$ cat src/hdl/gf256_arithmetic_unit_defines.svh
// Assertion macros shared by the GF(2^8) arithmetic unit.
`ifndef GF256_ARITHMETIC_UNIT_DEFINES_SVH
`define GF256_ARITHMETIC_UNIT_DEFINES_SVH

`ifndef SYNTHESIS
// Same-cycle implication, sampled on clk, off while rst_n is low.
`define GFAU_ASSERT_IMPL(label, ante, cons) \
    label: assert property (@(posedge clk) disable iff (!rst_n) (ante) |-> (cons)) \
        else $error("gfau assertion failed");
// Next-cycle implication, sampled on clk, off while rst_n is low.
`define GFAU_ASSERT_NEXT(label, ante, cons) \
    label: assert property (@(posedge clk) disable iff (!rst_n) (ante) |=> (cons)) \
        else $error("gfau assertion failed");
`else
`define GFAU_ASSERT_IMPL(label, ante, cons)
`define GFAU_ASSERT_NEXT(label, ante, cons)
`endif

`endif

$ cat src/hdl/gfau_pkg.sv
// Package: opcodes, pipeline control struct and GF(2^8) field functions.
`timescale 1ns / 1ps

package gfau_pkg;

    // Operation codes
    localparam logic [1:0] OP_MUL    = 2'd0;
    localparam logic [1:0] OP_SQR    = 2'd1;
    localparam logic [1:0] OP_INV    = 2'd2;
    localparam logic [1:0] OP_UNUSED = 2'd3;

    // Reduction feedback of x^8 + x^4 + x^3 + x^2 + 1
    localparam logic [7:0] FEEDBACK = 8'h1d;

    // Clock edges from the accepting edge to the edge that takes its result
    localparam int unsigned LATENCY = 8;

    // Control that travels with each item down the pipeline
    typedef struct packed {
        logic       valid;
        logic [1:0] opcode;
    } gfau_ctrl_t;

    // Multiply by x and reduce
    function automatic logic [7:0] gf_mul_x(input logic [7:0] v);
        gf_mul_x = {v[6:0], 1'b0} ^ (FEEDBACK & {8{v[7]}});
    endfunction

    // Shift-and-add multiply, top bit of b first
    function automatic logic [7:0] gf_mul(input logic [7:0] a, input logic [7:0] b);
        logic [7:0] acc;
        acc = 8'h00;
        for (int k = 7; k >= 0; k--)
        begin
            acc = gf_mul_x(acc) ^ (a & {8{b[k]}});
        end
        gf_mul = acc;
    endfunction

    // Spread bits to even positions and fold back below degree 8
    function automatic logic [7:0] gf_sq(input logic [7:0] a);
        logic [14:0] v;
        logic [6:0]  hi;
        v = 15'd0;
        for (int k = 0; k < 8; k++)
        begin
            v[2*k] = a[k];
        end
        for (int pass = 0; pass < 2; pass++)
        begin
            hi = v[14:8];
            v  = {7'd0, v[7:0]} ^ {8'd0, hi} ^ {6'd0, hi, 2'd0}
                ^ {5'd0, hi, 3'd0} ^ {4'd0, hi, 4'd0};
        end
        gf_sq = v[7:0];
    endfunction

endpackage

$ cat src/hdl/gfau_pipe.sv
// Seven-stage datapath: multiply and square results, and the a^127 power chain.
`timescale 1ns / 1ps

module gfau_pipe
    import gfau_pkg::*;
(
    input  logic       clk,
    input  logic       rst_n,
    input  logic       in_valid,
    input  logic [1:0] opcode,
    input  logic [7:0] operand_a,
    input  logic [7:0] operand_b,
    output gfau_ctrl_t ctrl_out,
    output logic [7:0] early_out,
    output logic [7:0] p127_out
);

    gfau_ctrl_t s1_ctrl_reg, s2_ctrl_reg, s3_ctrl_reg, s4_ctrl_reg;
    gfau_ctrl_t s5_ctrl_reg, s6_ctrl_reg, s7_ctrl_reg;
    gfau_ctrl_t s1_ctrl_next;

    logic [7:0] s1_early_reg, s2_early_reg, s3_early_reg, s4_early_reg;
    logic [7:0] s5_early_reg, s6_early_reg, s7_early_reg;
    logic [7:0] s1_early_next;

    logic [7:0] s1_a_reg, s1_p2_reg, s1_p4_reg;
    logic [7:0] s1_p2_next, s1_p4_next;
    logic [7:0] s2_p4_reg, s2_p3_reg, s2_p3_next;
    logic [7:0] s3_p4_reg, s3_p7_reg, s3_p7_next;
    logic [7:0] s4_p7_reg, s4_p4_reg, s4_p11_reg, s4_p11_next;
    logic [7:0] s5_p7_reg, s5_p15_reg, s5_p15_next;
    logic [7:0] s6_p7_reg, s6_p120_reg, s6_p120_next;
    logic [7:0] s7_p127_reg, s7_p127_next;

    // Stage 1: direct results and the first two powers of a
    always_comb
    begin
        s1_ctrl_next.valid  = in_valid;
        s1_ctrl_next.opcode = opcode;
        s1_p2_next          = gf_sq(operand_a);
        s1_p4_next          = gf_sq(s1_p2_next);
        case (opcode)
            OP_MUL:  s1_early_next = gf_mul(operand_a, operand_b);
            OP_SQR:  s1_early_next = s1_p2_next;
            default: s1_early_next = 8'h00;
        endcase
    end

    // Later stages: one field multiply or a short run of squares each
    always_comb
    begin
        s2_p3_next   = gf_mul(s1_p2_reg, s1_a_reg);
        s3_p7_next   = gf_mul(s2_p4_reg, s2_p3_reg);
        s4_p11_next  = gf_mul(s3_p4_reg, s3_p7_reg);
        s5_p15_next  = gf_mul(s4_p11_reg, s4_p4_reg);
        s6_p120_next = gf_sq(gf_sq(gf_sq(s5_p15_reg)));
        s7_p127_next = gf_mul(s6_p120_reg, s6_p7_reg);
    end

    // Advance control; reset drops every item in flight
    always_ff @(posedge clk or negedge rst_n)
    begin
        if (!rst_n)
        begin
            s1_ctrl_reg <= '0;
            s2_ctrl_reg <= '0;
            s3_ctrl_reg <= '0;
            s4_ctrl_reg <= '0;
            s5_ctrl_reg <= '0;
            s6_ctrl_reg <= '0;
            s7_ctrl_reg <= '0;
        end
        else
        begin
            s1_ctrl_reg <= s1_ctrl_next;
            s2_ctrl_reg <= s1_ctrl_reg;
            s3_ctrl_reg <= s2_ctrl_reg;
            s4_ctrl_reg <= s3_ctrl_reg;
            s5_ctrl_reg <= s4_ctrl_reg;
            s6_ctrl_reg <= s5_ctrl_reg;
            s7_ctrl_reg <= s6_ctrl_reg;
        end
    end

    // Advance payload
    always_ff @(posedge clk)
    begin
        s1_a_reg     <= operand_a;
        s1_p2_reg    <= s1_p2_next;
        s1_p4_reg    <= s1_p4_next;
        s1_early_reg <= s1_early_next;

        s2_p4_reg    <= s1_p4_reg;
        s2_p3_reg    <= s2_p3_next;
        s2_early_reg <= s1_early_reg;

        s3_p4_reg    <= s2_p4_reg;
        s3_p7_reg    <= s3_p7_next;
        s3_early_reg <= s2_early_reg;

        s4_p4_reg    <= s3_p4_reg;
        s4_p7_reg    <= s3_p7_reg;
        s4_p11_reg   <= s4_p11_next;
        s4_early_reg <= s3_early_reg;

        s5_p7_reg    <= s4_p7_reg;
        s5_p15_reg   <= s5_p15_next;
        s5_early_reg <= s4_early_reg;

        s6_p7_reg    <= s5_p7_reg;
        s6_p120_reg  <= s6_p120_next;
        s6_early_reg <= s5_early_reg;

        s7_p127_reg  <= s7_p127_next;
        s7_early_reg <= s6_early_reg;
    end

    assign ctrl_out  = s7_ctrl_reg;
    assign early_out = s7_early_reg;
    assign p127_out  = s7_p127_reg;

endmodule

$ cat src/hdl/gf256_arithmetic_unit.sv
// Top level of the GF(2^8) arithmetic unit (multiply, square, inverse; poly 0x11D).
//
//   channel   handshake            payload
//   -------   ------------------   ------------------------------
//   command   start / busy         opcode, operand_a, operand_b
//   result    done (strobe)        result
//
// done and result are registered after pipeline stages s1 to s7, and one item
// can be accepted each cycle. The length is set by the inverse power chain:
// seven pipeline stages, most holding one field multiply, then the output
// register that applies the last square. busy stays low and the pipeline never
// stalls; the receiver must take every result, which the block does not
// enforce. Reset drops all items in flight.
`timescale 1ns / 1ps
`include "gf256_arithmetic_unit_defines.svh"

module gf256_arithmetic_unit
    import gfau_pkg::*;
(
    input  logic       clk,
    input  logic       rst_n,
    input  logic       start,
    output logic       busy,
    input  logic [1:0] opcode,
    input  logic [7:0] operand_a,
    input  logic [7:0] operand_b,
    output logic       done,
    output logic [7:0] result
);

    gfau_ctrl_t pipe_ctrl;
    logic [7:0] pipe_early;
    logic [7:0] pipe_p127;
    logic       done_reg;
    logic [7:0] result_reg;
    logic [7:0] result_next;

    // Never hold off the sender
    assign busy = 1'b0;

    gfau_pipe u_pipe (
        .clk       (clk),
        .rst_n     (rst_n),
        .in_valid  (start),
        .opcode    (opcode),
        .operand_a (operand_a),
        .operand_b (operand_b),
        .ctrl_out  (pipe_ctrl),
        .early_out (pipe_early),
        .p127_out  (pipe_p127)
    );

    // Last square of the inverse chain, then pick the result by opcode
    always_comb
    begin
        case (pipe_ctrl.opcode)
            OP_INV:  result_next = gf_sq(pipe_p127);
            default: result_next = pipe_early;
        endcase
    end

    // Hold the strobe for one cycle per item
    always_ff @(posedge clk or negedge rst_n)
    begin
        if (!rst_n)
        begin
            done_reg <= 1'b0;
        end
        else
        begin
            done_reg <= pipe_ctrl.valid;
        end
    end

    always_ff @(posedge clk)
    begin
        result_reg <= result_next;
    end

    assign done   = done_reg;
    assign result = result_reg;

    // Each strobe belongs to an item that start brought in while busy was low
    `GFAU_ASSERT_IMPL(a_done_has_item, done, $past(start && !busy, LATENCY))
    // Unused opcode yields zero
    `GFAU_ASSERT_IMPL(a_unused_op_zero, done && $past(opcode == OP_UNUSED, LATENCY), result == 8'h00)
    // Inverse of zero is zero
    `GFAU_ASSERT_IMPL(a_inv_zero, done && $past(opcode == OP_INV && operand_a == 8'h00, LATENCY), result == 8'h00)

endmodule
$ cat config.mk
export PLATFORM = sky130hd
export DESIGN_NAME = gf256_arithmetic_unit
export DESIGN_NICKNAME = d
export VERILOG_FILES = /design/src/hdl/gfau_pkg.sv /design/src/hdl/gfau_pipe.sv /design/src/hdl/gf256_arithmetic_unit.sv
export VERILOG_INCLUDE_DIRS = /design/src /design/src/hdl
export SDC_FILE = /design/constraint.sdc
export NUM_CORES = 1
export LEC_CHECK = 0
export BUFFER_PORTS_ARGS = -buffer_cell sky130_fd_sc_hd__buf_2
export CELL_PAD_IN_SITES_DETAIL_PLACEMENT = 0
export CELL_PAD_IN_SITES_GLOBAL_PLACEMENT = 1
export CORE_MARGIN = 2
export CORE_UTILIZATION = 49
export CTS_CLUSTER_SIZE = 14
export DETAILED_ROUTE_END_ITERATION = 12
export PLACE_DENSITY_LB_ADDON = 0.25
export SYNTH_ARGS = -nofsm -noshare
export SYNTH_HDL_FRONTEND = slang
export SYNTH_SLANG_ARGS = --single-unit
$ cat constraint.sdc
create_clock -name clk -period 2.1 [get_ports clk]
set_input_delay 0.105 -clock clk [delete_from_list [all_inputs] [get_ports clk]]
set_output_delay 0.105 -clock clk [all_outputs]
set_load 0.05 [all_outputs]
==> metrics.txt <==
status completed; pre-CTS setup slack 0.0908 ns; max cap viols 0; CP Class in -> reg; Tmin final 2.00 ns; diode count 0; Crit. End Element flop; clock buffer depth 3; largest family of logic cells by synthesized area XOR/XNOR gates; reg-to-reg slack, setup 0.15 ns; Core Region between 0.02 and 0.025 mm^2; area leader, netlist dfxtp_1; DRT Pass-1 Iters 4; Synth Flop Type dfxtp_1; wirelength, routed 20.6 mm; crit share post-route 95.3%; fraction of synthesized area in multiplexers 2.04%; post-synth net total 1224; final worst setup slack 0.0984 ns; Critical Path End u_pipe.s1_early_reg[3]; CTS Buf Count 21; Die Wd 152 um; top-count cell post-synth nand2_1; Seq cells post-synth between 200 and 250; RePlAce Congestion 0.851; total gr overflow 0; vias in the first global route 7083; drc violations 0; Crit Path Max Fanout 6; Async S/R FF share, synth 10.9%; area share of the leading cell type in the synthesized netlist 33.5%; Hold Crit Start operand_a[5]; share of cells above drive strength 1 between 15 and 20%; Synth Area in Compound Gates 2.20%; ANT nets after route 0; I/O Pins 31; die area 0.0231 mm^2; area grow syn2layout 15.2%; simple logic cell fraction of the synthesized area 14.2%; die height ~150 um; global-route wire length before repair 34.9 mm; max-slew violation count 0; Hold Fails Final Rpt 0; final setup fails 0; Buffers on Ports 29; gate count after technology mapping between 1000 and 1500; dpl hpwl 15.3 mm; Post-synth EDFFs 0; row count 54; Crit path arrival time 2.41 ns; H-tree depth 1; synthesized area 0.0107 mm^2; DRT iter0 DRCs 281; R2R depth 6; Worst Skew 0.0151 ns; GRT Resource Usage Total between 15 and 20%; Tightest Pin Transition 0.556 ns; RSZ-0062 raised after global routing no; R2R Path End u_pipe.s4_p11_reg[5]; crit start category input port; unique cell type count in the Yosys netlist 39; Hold Crit Class in -> reg; fmax roughly 500 MHz; synth cell count leaders 352 x nand2_1, 341 x xnor2_1, 180 x dfxtp_1; largest net degree at the start of global routing 23; Setup TNS 0 ns; worst path required time approximately 2.5 ns; Sinks on Clock Net between 200 and 250; CTS tree done; Root Driver clkbuf_16; Clock transition at path regs 0.06 ns; Synth Area per Inst 8.93 um^2; register area share after synthesis 38.7%; initial antenna violation count 0; Max-slew headroom about 63%; Initial Utilization roughly half; Final nets about 1300; wire length per cell 13.2 um; worst skew pair latency about 0.5 ns; post-DR vias/cell around 4.6; RR Startpoint u_pipe.s3_p4_reg[7]; Synth Area in Adders 0%; Synth Warn # 0; vias 7156; synth top area cells dfxtp_1 34%, xnor2_1 28%, nand2_1 12%; post-synthesis xor/xnor area fraction 38.6%; Critical Path Start operand_a[6]
## worst min path at each step
stage | end | slack [ns] | cells past startpoint
2_1_floorplan | done | -0.19 | 0
5_1_grt | u_pipe.s1_p4_reg[5] | 0.03 | 2
6_report | u_pipe.s1_p4_reg[5] | 0.03 | 2
3_3_place_gp | u_pipe.s1_ctrl_reg[2] | 0.07 | 1
3_5_place_dp | u_pipe.s4_ctrl_reg[1] | 0.09 | 1
4_1_cts | u_pipe.s1_p4_reg[5] | 0.02 | 2
## per-stage QoR
stage               utilization, %  std cells  cell area (um^2)  hold WS, ns
finish                        57.1       1557             12400       0.0325
global route                  57.1       1557             12400       0.0322
CTS                           56.8       1555             12300       0.0243
detailed placement            53.2       1508             11500       0.0855
global placement              53.2       1508             11500       0.0744
floorplan                        -       1203             10700       -0.191
## area by class of cell
| class | count | area [um^2] |
|---|---|---|
| fillers | 1966 | 9310 |
| flip-flops and latches | 202 | 4150 |
| clock inverters | 8 | 113 |
| well taps | 280 | 350 |
| multi-input cells | 895 | 6170 |
| clock buffers | 28 | 572 |
| repair buffers | 140 | 1010 |
| inverters | 4 | 15.0 |
## critical path, cell delays in order
cell and delay (ns):
dlygate4sd3_1 0.52, buf_2 0.19, nand2_1 0.11, xor2_2 0.22, xnor3_1 0.46, xnor2_2 0.31, xnor2_2 0.18, xnor2_1 0.10
a211oi_1 0.21
## cells in the final DEF, fill, tap and decap left out, types with 5 or more instances in the layout
master	instances
mux2i_1	8
dfrtp_1	22
clkbuf_16	21
dfxtp_1	180
dlygate4sd3_1	11
o21ai_0	9
xnor2_1	336
buf_2	28
xor2_1	94
xor2_2	5
nor2_1	18
xnor2_2	12
a32oi_1	7
nand2b_1	9
clkbuf_1	5
buf_4	100
mux2_2	11
nand2_1	352
## metal layers
layer	vias to the layer above	routed length, um	GRT usage [%]
li1	3736	-	-
met1	3291	9360	22.7
met2	92	10200	32.1
met3	37	564	2.60
met4	0	456	4.63
met5	-	0	0
## kinds of logic after synthesis
group                     count (synthesis)
muxes                                    20
AOI/OAI and AO/OA                        31
xor gates and xnor gates                453
DFF                                     202
and+or+nand+nor                         390
buffers and inverters                   106
other                                     1
## repair_timing
item	CTS	global route
hold buffers	11	0
gates resized for setup	0	8
endpoints found under the setup margin	0	11
hold endpoints to repair	40	0
setup buffers	0	2
Power is not shown: default switching activity piles up to over one toggle a cycle in this logic, so the estimate is an artifact.
